`config.mk`:
```
export PLATFORM = sky130hd
export DESIGN_NAME = drift_time_to_hit_position_unit
export DESIGN_NICKNAME = d
export VERILOG_FILES = /design/src/rtl/dtp_pkg.sv /design/src/rtl/dtp_search.sv /design/src/rtl/dtp_div.sv /design/src/rtl/dtp_interp.sv /design/src/rtl/drift_time_to_hit_position_unit.sv
export SDC_FILE = /design/constraint.sdc
export NUM_CORES = 2
export LEC_CHECK = 0
export BUFFER_PORTS_ARGS = -buffer_cell sky130_fd_sc_hd__buf_4
export CAP_MARGIN = 20
export CELL_PAD_IN_SITES_DETAIL_PLACEMENT = 2
export CELL_PAD_IN_SITES_GLOBAL_PLACEMENT = 2
export CORE_MARGIN = 10
export CORE_UTILIZATION = 49
export CTS_BUF_LIST = sky130_fd_sc_hd__clkbuf_2
export DETAILED_ROUTE_END_ITERATION = 10
export GPL_TIMING_DRIVEN = 0
export PLACE_DENSITY_LB_ADDON = 0.1
export SYNTH_ARGS = -nofsm -noshare
export SYNTH_HDL_FRONTEND = slang
export SYNTH_HIERARCHICAL = 1
export SYNTH_SLANG_ARGS = --single-unit
```
`constraint.sdc`:
```
create_clock -name clk -period 19.98 [get_ports clk]
set_clock_uncertainty 0.05 [all_clocks]
set_input_delay 0.999 -clock clk [delete_from_list [all_inputs] [get_ports clk]]
set_output_delay 0.999 -clock clk [all_outputs]
set_load 0.1 [all_outputs]
```
`src/rtl/dtp_pkg.sv`:
```
// ----------------------------------------------------------------------------
// dtp_pkg
// Shared widths, codes and word types of the drift-time to hit-position unit.
// ----------------------------------------------------------------------------
package dtp_pkg;

  localparam int MAX_KNOTS_DEFAULT = 32;

  localparam int TIME_W   = 16;
  localparam int DIST_W   = 16;
  localparam int POS_W    = 24;
  localparam int HITX_W   = 25;
  localparam int SIGN_W   = 2;
  localparam int SEG_W    = 5;
  localparam int IDX_IN_W = 5;

  localparam int IN_DATA_W  = 104;
  localparam int OUT_DATA_W = 56;

  localparam int SEGS_RESET = 1;

  // item kind on the input tuser
  localparam logic MODE_LOAD    = 1'b0;
  localparam logic MODE_CONVERT = 1'b1;

  // divider: quotient bits and bits resolved per pipeline stage
  localparam int QUO_W    = 16;
  localparam int DIV_BITS = 4;

  typedef struct packed {
    logic [IDX_IN_W-1:0] idx;
    logic [TIME_W-1:0]   t;
    logic [DIST_W-1:0]   d;
  } knot_t;

  typedef struct packed {
    logic [TIME_W-1:0]        dtime;
    logic signed [POS_W-1:0]  wire_x;
    logic signed [POS_W-1:0]  wire_z;
    logic signed [SIGN_W-1:0] side_sign;
  } hit_t;

  typedef struct packed {
    logic             load;
    logic             found;
    logic [SEG_W-1:0] seg;
    knot_t            knot;
    hit_t             hit;
  } srch_t;

  typedef struct packed {
    hit_t              hit;
    logic [SEG_W-1:0]  seg;
    logic              found;
    logic              dneg;
    logic [DIST_W-1:0] x1;
  } tag_t;

  typedef struct packed {
    hit_t              hit;
    logic [SEG_W-1:0]  seg;
    logic              found;
    logic [DIST_W-1:0] dlen;
  } res_t;

endpackage

```
`src/rtl/dtp_search.sv`:
```
// ----------------------------------------------------------------------------
// dtp_search
// Knot time bank, parallel segment compare and first-match priority encode.
// ----------------------------------------------------------------------------
module dtp_search #(
  parameter int MAX_KNOTS = dtp_pkg::MAX_KNOTS_DEFAULT
) (
  input  logic                     clk,
  input  logic                     rst,
  input  logic                     in_valid,
  output logic                     in_ready,
  input  logic                     in_mode,
  input  dtp_pkg::knot_t           in_knot,
  input  dtp_pkg::hit_t            in_hit,
  input  logic [dtp_pkg::SEG_W-1:0] segs,
  output logic                     out_valid,
  input  logic                     out_ready,
  output dtp_pkg::srch_t           out_word
);

  localparam int SEG_MAX = (1 << dtp_pkg::SEG_W) - 1;
  localparam int NSEG    = (MAX_KNOTS - 1 < SEG_MAX) ? MAX_KNOTS - 1 : SEG_MAX;

  logic [dtp_pkg::TIME_W-1:0] bank [NSEG+1];
  logic [NSEG:0]              ge;
  logic [NSEG-1:0]            hitv_next;

  logic                v1;
  logic                mode1;
  dtp_pkg::knot_t      knot1;
  dtp_pkg::hit_t       hit1;
  logic [NSEG-1:0]     hitv1;
  logic                en1;
  logic                en2;
  logic                v2;
  dtp_pkg::srch_t      word2;
  logic [dtp_pkg::SEG_W-1:0] seg_next;
  logic                found_next;

  assign en2      = ~v2 | out_ready;
  assign en1      = ~v1 | en2;
  assign in_ready = en1;

  always_ff @(posedge clk) begin
    for (int j = 0; j <= NSEG; j++) begin
      if (in_valid && en1 && in_mode == dtp_pkg::MODE_LOAD &&
          in_knot.idx == dtp_pkg::IDX_IN_W'(j)) begin
        bank[j] <= in_knot.t;
      end
    end
  end

  always_comb begin
    for (int j = 0; j <= NSEG; j++) begin
      ge[j] = in_hit.dtime >= bank[j];
    end
    for (int j = 0; j < NSEG; j++) begin
      hitv_next[j] = ge[j] & ~ge[j+1] & (dtp_pkg::SEG_W'(j) < segs);
    end
  end

  always_comb begin
    seg_next   = '0;
    found_next = 1'b0;
    for (int j = NSEG - 1; j >= 0; j--) begin
      if (hitv1[j]) begin
        seg_next   = dtp_pkg::SEG_W'(j);
        found_next = 1'b1;
      end
    end
  end

  always_ff @(posedge clk) begin
    if (rst) begin
      v1 <= 1'b0;
      v2 <= 1'b0;
    end else begin
      if (en1) v1 <= in_valid;
      if (en2) v2 <= v1;
    end
    if (en1) begin
      mode1 <= in_mode;
      knot1 <= in_knot;
      hit1  <= in_hit;
      hitv1 <= hitv_next;
    end
    if (en2) begin
      word2.load  <= (mode1 == dtp_pkg::MODE_LOAD);
      word2.found <= found_next;
      word2.seg   <= seg_next;
      word2.knot  <= knot1;
      word2.hit   <= hit1;
    end
  end

  assign out_valid = v2;
  assign out_word  = word2;

endmodule

```
`src/rtl/dtp_div.sv`:
```
// ----------------------------------------------------------------------------
// dtp_div
// Pipelined restoring divider, 32 by 16 bits, quotient known to fit 16 bits.
// ----------------------------------------------------------------------------
module dtp_div (
  input  logic                      clk,
  input  logic                      rst,
  input  logic                      in_valid,
  output logic                      in_ready,
  input  logic [2*dtp_pkg::QUO_W-1:0] dividend,
  input  logic [dtp_pkg::QUO_W-1:0] divisor,
  input  dtp_pkg::tag_t             in_tag,
  output logic                      out_valid,
  input  logic                      out_ready,
  output logic [dtp_pkg::QUO_W-1:0] quotient,
  output dtp_pkg::tag_t             out_tag
);

  localparam int QW  = dtp_pkg::QUO_W;
  localparam int NST = QW / dtp_pkg::DIV_BITS;

  logic          v    [NST];
  logic          en   [NST];
  logic [QW-1:0] rem  [NST];
  logic [QW-1:0] low  [NST];
  logic [QW-1:0] quo  [NST];
  logic [QW-1:0] den  [NST];
  dtp_pkg::tag_t tag  [NST];

  logic          v_in   [NST];
  logic [QW-1:0] rem_in [NST];
  logic [QW-1:0] low_in [NST];
  logic [QW-1:0] quo_in [NST];
  logic [QW-1:0] den_in [NST];
  dtp_pkg::tag_t tag_in [NST];

  for (genvar k = 0; k < NST; k++) begin : g_stage
    logic [QW:0]   t_c;
    logic [QW-1:0] r_c;
    logic [QW-1:0] l_c;
    logic [QW-1:0] q_c;

    if (k == 0) begin : g_first
      assign v_in[k]   = in_valid;
      assign rem_in[k] = dividend[2*QW-1:QW];
      assign low_in[k] = dividend[QW-1:0];
      assign quo_in[k] = '0;
      assign den_in[k] = divisor;
      assign tag_in[k] = in_tag;
    end else begin : g_next
      assign v_in[k]   = v[k-1];
      assign rem_in[k] = rem[k-1];
      assign low_in[k] = low[k-1];
      assign quo_in[k] = quo[k-1];
      assign den_in[k] = den[k-1];
      assign tag_in[k] = tag[k-1];
    end

    if (k == NST - 1) begin : g_last_en
      assign en[k] = ~v[k] | out_ready;
    end else begin : g_mid_en
      assign en[k] = ~v[k] | en[k+1];
    end

    always_comb begin
      r_c = rem_in[k];
      l_c = low_in[k];
      q_c = quo_in[k];
      t_c = '0;
      for (int b = 0; b < dtp_pkg::DIV_BITS; b++) begin
        t_c = {r_c, l_c[QW-1]};
        l_c = {l_c[QW-2:0], 1'b0};
        if (t_c >= {1'b0, den_in[k]}) begin
          r_c = QW'(t_c - {1'b0, den_in[k]});
          q_c = {q_c[QW-2:0], 1'b1};
        end else begin
          r_c = t_c[QW-1:0];
          q_c = {q_c[QW-2:0], 1'b0};
        end
      end
    end

    always_ff @(posedge clk) begin
      if (rst) begin
        v[k] <= 1'b0;
      end else if (en[k]) begin
        v[k] <= v_in[k];
      end
      if (en[k]) begin
        rem[k] <= r_c;
        low[k] <= l_c;
        quo[k] <= q_c;
        den[k] <= den_in[k];
        tag[k] <= tag_in[k];
      end
    end
  end

  assign in_ready  = en[0];
  assign out_valid = v[NST-1];
  assign quotient  = quo[NST-1];
  assign out_tag   = tag[NST-1];

endmodule

```
`src/rtl/dtp_interp.sv`:
```
// ----------------------------------------------------------------------------
// dtp_interp
// Knot memories, segment differences, product, divide and distance sum.
// ----------------------------------------------------------------------------
module dtp_interp #(
  parameter int MAX_KNOTS = dtp_pkg::MAX_KNOTS_DEFAULT
) (
  input  logic           clk,
  input  logic           rst,
  input  logic           in_valid,
  output logic           in_ready,
  input  dtp_pkg::srch_t in_word,
  output logic           out_valid,
  input  logic           out_ready,
  output dtp_pkg::res_t  out_word
);

  localparam int IDX_W = $clog2(MAX_KNOTS);
  localparam int TW    = dtp_pkg::TIME_W;
  localparam int DW    = dtp_pkg::DIST_W;

  logic [TW-1:0] time_mem [MAX_KNOTS];
  logic [DW-1:0] dist_mem [MAX_KNOTS];

  logic             wr_en;
  logic [IDX_W-1:0] wr_addr;
  logic [IDX_W-1:0] rd_lo;
  logic [IDX_W-1:0] rd_hi;

  logic en3, en4, en5, en6;
  logic v3, v4, v5, v6;
  logic div_ready;

  // stage 3: knot reads
  logic [TW-1:0]             t1_3, t2_3;
  logic [DW-1:0]             x1_3, x2_3;
  dtp_pkg::hit_t             hit3;
  logic [dtp_pkg::SEG_W-1:0] seg3;
  logic                      found3;

  // stage 4: differences
  logic [DW:0]   dx;
  logic [DW-1:0] dmag4, num4, den4;
  dtp_pkg::tag_t tag4;

  // stage 5: product
  logic [2*DW-1:0] prod5;
  logic [DW-1:0]   den5;
  dtp_pkg::tag_t   tag5;

  // divider out and stage 6
  logic                        dv;
  logic [dtp_pkg::QUO_W-1:0]   quo;
  dtp_pkg::tag_t               dtag;
  logic [DW+1:0]               qx;
  logic [DW+1:0]               sum;
  dtp_pkg::res_t               res6;

  assign en6      = ~v6 | out_ready;
  assign en5      = ~v5 | div_ready;
  assign en4      = ~v4 | en5;
  assign en3      = ~v3 | en4;
  assign in_ready = en3;

  assign wr_en   = in_valid & in_word.load & en3 & (int'(in_word.knot.idx) < MAX_KNOTS);
  assign wr_addr = IDX_W'(in_word.knot.idx);
  assign rd_lo   = IDX_W'(in_word.seg);
  assign rd_hi   = IDX_W'({1'b0, in_word.seg} + 1'b1);

  always_ff @(posedge clk) begin
    if (wr_en) begin
      time_mem[wr_addr] <= in_word.knot.t;
      dist_mem[wr_addr] <= in_word.knot.d;
    end
    if (en3) begin
      t1_3   <= time_mem[rd_lo];
      t2_3   <= time_mem[rd_hi];
      x1_3   <= dist_mem[rd_lo];
      x2_3   <= dist_mem[rd_hi];
      hit3   <= in_word.hit;
      seg3   <= in_word.seg;
      found3 <= in_word.found;
    end
  end

  assign dx = {1'b0, x2_3} - {1'b0, x1_3};

  always_ff @(posedge clk) begin
    if (en4) begin
      dmag4      <= dx[DW] ? DW'(~dx + 1'b1) : dx[DW-1:0];
      num4       <= hit3.dtime - t1_3;
      den4       <= t2_3 - t1_3;
      tag4.hit   <= hit3;
      tag4.seg   <= seg3;
      tag4.found <= found3;
      tag4.dneg  <= dx[DW];
      tag4.x1    <= x1_3;
    end
    if (en5) begin
      prod5 <= dmag4 * num4;
      den5  <= den4;
      tag5  <= tag4;
    end
  end

  dtp_div u_div (
    .clk       (clk),
    .rst       (rst),
    .in_valid  (v5),
    .in_ready  (div_ready),
    .dividend  (prod5),
    .divisor   (den5),
    .in_tag    (tag5),
    .out_valid (dv),
    .out_ready (en6),
    .quotient  (quo),
    .out_tag   (dtag)
  );

  // truncation toward zero: divide magnitudes, then restore the sign
  assign qx  = {2'b00, quo};
  assign sum = {2'b00, dtag.x1} + (dtag.dneg ? (~qx + 1'b1) : qx);

  always_ff @(posedge clk) begin
    if (rst) begin
      v3 <= 1'b0;
      v4 <= 1'b0;
      v5 <= 1'b0;
      v6 <= 1'b0;
    end else begin
      if (en3) v3 <= in_valid & ~in_word.load;
      if (en4) v4 <= v3;
      if (en5) v5 <= v4;
      if (en6) v6 <= dv;
    end
    if (en6) begin
      res6.hit   <= dtag.hit;
      res6.seg   <= dtag.seg;
      res6.found <= dtag.found;
      res6.dlen  <= dtag.found ? sum[DW-1:0] : '0;
    end
  end

  assign out_valid = v6;
  assign out_word  = res6;

endmodule

```
`src/rtl/drift_time_to_hit_position_unit.sv`:
```
// ----------------------------------------------------------------------------
// drift_time_to_hit_position_unit
// Drift-chamber hit to position converter, piecewise-linear calibration.
//
// Takes one word per clock while the output is not held off and returns one
// result per convert word; load words give no result. Behind the segment
// search, knot read, difference and product stages sits the four-stage
// divider (four quotient bits a stage). A load word is seen by every convert
// word accepted after it. Stalls on the output side fill empty stages first,
// so input stays open while bubbles remain. Knot times must ascend over the
// segments in use; knots that were never loaded give undefined positions when
// a search reaches them.
// ----------------------------------------------------------------------------
module drift_time_to_hit_position_unit #(
  parameter int MAX_KNOTS = dtp_pkg::MAX_KNOTS_DEFAULT
) (
  input  logic                              clk,
  input  logic                              rst,
  input  logic                              s_axis_tvalid,
  output logic                              s_axis_tready,
  // knot_index, knot_time, knot_distance, drift_time, wire_x, wire_z, side_sign
  input  logic [dtp_pkg::IN_DATA_W-1:0]     s_axis_tdata,
  // mode
  input  logic                              s_axis_tuser,
  output logic                              m_axis_tvalid,
  input  logic                              m_axis_tready,
  // hit_x, hit_z, segment
  output logic [dtp_pkg::OUT_DATA_W-1:0]    m_axis_tdata,
  // found
  output logic                              m_axis_tuser,
  input  logic                              cfg_valid,
  output logic                              cfg_ready,
  input  logic [dtp_pkg::SEG_W-1:0]         cfg_data
);

  localparam int HW  = dtp_pkg::HITX_W;
  localparam int PW  = dtp_pkg::POS_W;
  localparam int DW  = dtp_pkg::DIST_W;
  localparam int SGW = dtp_pkg::SEG_W;

  logic [SGW-1:0] segs;

  dtp_pkg::knot_t in_knot;
  dtp_pkg::hit_t  in_hit;

  logic           srch_valid, srch_ready;
  dtp_pkg::srch_t srch_word;
  logic           res_valid, res_ready;
  dtp_pkg::res_t  res_word;

  logic signed [HW-1:0] offset;
  logic signed [HW-1:0] hit_x_next;

  logic                 out_valid;
  logic signed [HW-1:0] out_hit_x;
  logic signed [PW-1:0] out_hit_z;
  logic [SGW-1:0]       out_seg;
  logic                 out_found;

  assign cfg_ready = 1'b1;

  always_ff @(posedge clk) begin
    if (rst) begin
      segs <= SGW'(dtp_pkg::SEGS_RESET);
    end else if (cfg_valid) begin
      segs <= cfg_data;
    end
  end

  assign in_knot.idx          = s_axis_tdata[4:0];
  assign in_knot.t            = s_axis_tdata[20:5];
  assign in_knot.d            = s_axis_tdata[36:21];
  assign in_hit.dtime         = s_axis_tdata[52:37];
  assign in_hit.wire_x        = s_axis_tdata[76:53];
  assign in_hit.wire_z        = s_axis_tdata[100:77];
  assign in_hit.side_sign     = s_axis_tdata[102:101];

  dtp_search #(.MAX_KNOTS(MAX_KNOTS)) u_search (
    .clk       (clk),
    .rst       (rst),
    .in_valid  (s_axis_tvalid),
    .in_ready  (s_axis_tready),
    .in_mode   (s_axis_tuser),
    .in_knot   (in_knot),
    .in_hit    (in_hit),
    .segs      (segs),
    .out_valid (srch_valid),
    .out_ready (srch_ready),
    .out_word  (srch_word)
  );

  dtp_interp #(.MAX_KNOTS(MAX_KNOTS)) u_interp (
    .clk       (clk),
    .rst       (rst),
    .in_valid  (srch_valid),
    .in_ready  (srch_ready),
    .in_word   (srch_word),
    .out_valid (res_valid),
    .out_ready (res_ready),
    .out_word  (res_word)
  );

  // side sign times distance; pattern 10 counts as minus two
  always_comb begin
    unique case (res_word.hit.side_sign)
      2'b01:   offset = $signed({{(HW-DW){1'b0}}, res_word.dlen});
      2'b11:   offset = -$signed({{(HW-DW){1'b0}}, res_word.dlen});
      2'b10:   offset = -$signed({{(HW-DW-1){1'b0}}, res_word.dlen, 1'b0});
      default: offset = '0;
    endcase
  end

  assign hit_x_next = $signed({res_word.hit.wire_x[PW-1], res_word.hit.wire_x}) + offset;

  assign res_ready = ~out_valid | m_axis_tready;

  always_ff @(posedge clk) begin
    if (rst) begin
      out_valid <= 1'b0;
    end else if (res_ready) begin
      out_valid <= res_valid;
    end
    if (res_ready) begin
      out_hit_x <= hit_x_next;
      out_hit_z <= res_word.hit.wire_z;
      out_seg   <= res_word.seg;
      out_found <= res_word.found;
    end
  end

  assign m_axis_tvalid = out_valid;
  assign m_axis_tdata  = {2'b00, out_seg, out_hit_z, out_hit_x};
  assign m_axis_tuser  = out_found;

  // input is only held off while a result waits at the output
  a_ready_hold: assert property (@(posedge clk) disable iff (rst)
    !s_axis_tready |-> m_axis_tvalid)
    else $error("input stalled with output empty");

  // a miss reports segment zero
  a_miss_seg: assert property (@(posedge clk) disable iff (rst)
    m_axis_tvalid && !m_axis_tuser |-> out_seg == '0)
    else $error("segment set on a miss");

  // nothing leaves the pipeline straight after reset
  a_reset_empty: assert property (@(posedge clk)
    $past(rst) |-> !m_axis_tvalid)
    else $error("result valid after reset");

endmodule
```
==> out/qor.yml <==
postSynthCellCount: 9262
dieArea_um2: 307000
antenna_found_initial: 61
seq_area_um2: 82600
clkLatencyLatePin_ps: 2490
synth_warnings: 6
drv_slew: 11
cap_viol_max_count: 1
via_per_inst: 7.29
finalHoldViolCount: 0
finalSetupViolations: 0
period_share_pct: 86.3
gp_congestion: 0.851
die_w_um: 554
wl_per_cell_um: 46.8
syn_area_um2: 140000
cts_buffers: 719
cts.reportedPaths.clkPinSlew_ps: 200
grtUsageTotal_pct: 41.2
cts_hold_buf: 304
end_kind: "flop"
layout-drive-gt1-share_pct: 22.4
wl_met1_um: 211000
dp_hpwl_um: 366000
worst_path_largest_cell_delay_ps: 1000
ctsRootBufferMaster: "clkbuf_2"
drtPass1Iterations: 8
cts_tree: "done"
dr_wl_met3_um: 87100
holdWs_ps: 13.1
fmax_mhz: 58.0
overflow: 0
crit_fanout: 10
num-nets-final: 11900
wirelength_um: 702000
worstHoldStart: "s_axis_tdata[57]"
grt_pass1_wl_um: 905000
worstSetupPathType: "reg -> reg"
hp-class: "in -> reg"
antenna_left: 0
layoutNonFillerInstCount: 15000
fin_tns_setup_ps: 0
start_util_pct: 49.1
cts_max_path_buffers: 4
cts_setup_buffers: 0
min_period_ps: 17250
die_y_um: 554
first_iter_violations: 17700
violations: "max-capacitance violations, max-slew violations"
status: "finished, violations left"
grt_max_degree: 76
r2r-start: "u_interp/den5[11]"
slew_headroom_pct: -1.39
vias: 109000
ios: 175
htreeDepth: 6
rsz0062_at_grt: "no"
multi_input_area_um2: 53000
drc: 0
port_buffers: 169
worst_ep_required_time_ps: 21840
cp_slowest_cell: "o41ai_1"
nFillCells: 25300
syn2layout_area_growth_pct: 14.1
grt_pass1_vias: 115000
worstPathArrival_ps: 19110
startpoint: "u_interp/den5[11]"
post_cts_resized: 0
rows: 196
coreArea_um2: 285000
cts_sinks: 2754
start_kind: "flop"
tightest_slew_ps: 1520
dr_wl_met2_um: 323000
top_layer_used: "met5"
dp.cells: 13300
postSynthAreaPerCell_um2: 15.1
## stage by stage
| step | util [%] | area (µm²) | setup WS [ps] |
|---|---|---|---|
| after floorplan | - | 140000 | 2110 |
| after global placement | 51.2 | 146000 | -7670 |
| after detailed placement | 52.2 | 149000 | 5520 |
| after CTS | 55.7 | 158000 | 4840 |
| after global routing | 56.0 | 160000 | 3090 |
| final | 56.1 | 160000 | 2730 |
## path summary, 6_finish.rpt
| check | end | slack (ps) | cells past startpoint |
|---|---|---|---|
| setup / recovery | u_interp/u_div/rem[0][13] | 2730 | 47 |
| hold / removal | u_search/hit1[30] | 10 | 3 |
| setup reg to reg | u_interp/u_div/rem[0][13] | 2730 | 47 |
| hold reg to reg | u_interp/den5[14] | 250 | 0 |
## placed cells by master, fill, tap and decap left out, drive strengths merged, types with 20 or more instances in the layout
cell type and instances:
a2111oi 21, a211oi 53, a21boi 32, a21o 162
a21oi 406, a31oi 54, and2 159, and3 25
and4 20, buf 465, clkbuf 1187, clkinv 185
diode 64, dlygate4sd3 288, edfxtp 2742, fa 214
ha 961, inv 1004, mux2 198, mux2i 28
mux4 640, nand2 457, nand2b 67, nand3 95
nand4 99, nor2 318, nor2b 88, nor3 95
nor4 55, o211ai 26, o21a 75, o21ai 293
o21bai 39, o31ai 35, or2 24, or3 25
xnor2 234, xor2 90
## sequential cells by signal, indices dropped and copies added (netlist names), 32 cells and up
register / cells
u_interp/dist_mem: 512
u_interp/tag5: 73
u_search/out_word: 110
u_interp/u_div/quo: 40
u_interp/out_word: 72
u_interp/u_div/rem: 48
u_interp/hit3: 66
u_interp/u_div/den: 48
u_search/hit1: 66
u_search/knot1: 37
u_search/bank: 512
u_interp/prod5: 32
u_interp/u_div/tag: 292
u_interp/time_mem: 512
u_interp/tag4: 73
## layout make-up
| class | count | area share, % |
|---|---|---|
| antenna | 64 | 0.100 |
| buffer | 242 | 0.621 |
| clock buffer | 1040 | 3.26 |
| clock inverter | 226 | 0.856 |
| inverter | 981 | 2.32 |
| multi-input combinational | 5286 | 33.2 |
| sequential | 2754 | 51.7 |
| tap | 3762 | 2.95 |
| timing repair buffer | 658 | 4.99 |
## per-layer routing
layer,global-route usage (%),vias to the layer above
met4,33.9,59
met5,0.154,-
met2,67.8,11600
li1,-,38600
met1,43.8,54400
met3,12.3,4754
## critical path, delay by kind of cell, from the launching register on
family | cells | cell delay [ps]
compound gates | 22 | 8020
flops | 1 | 540
simple gates | 10 | 2860
fa+ha+maj | 4 | 1690
mux | 2 | 850
buf+inv | 9 | 2830
Power is left out: the tool's default activity adds up to more than one toggle a clock period on the data nets, which glitch-free logic cannot reach.
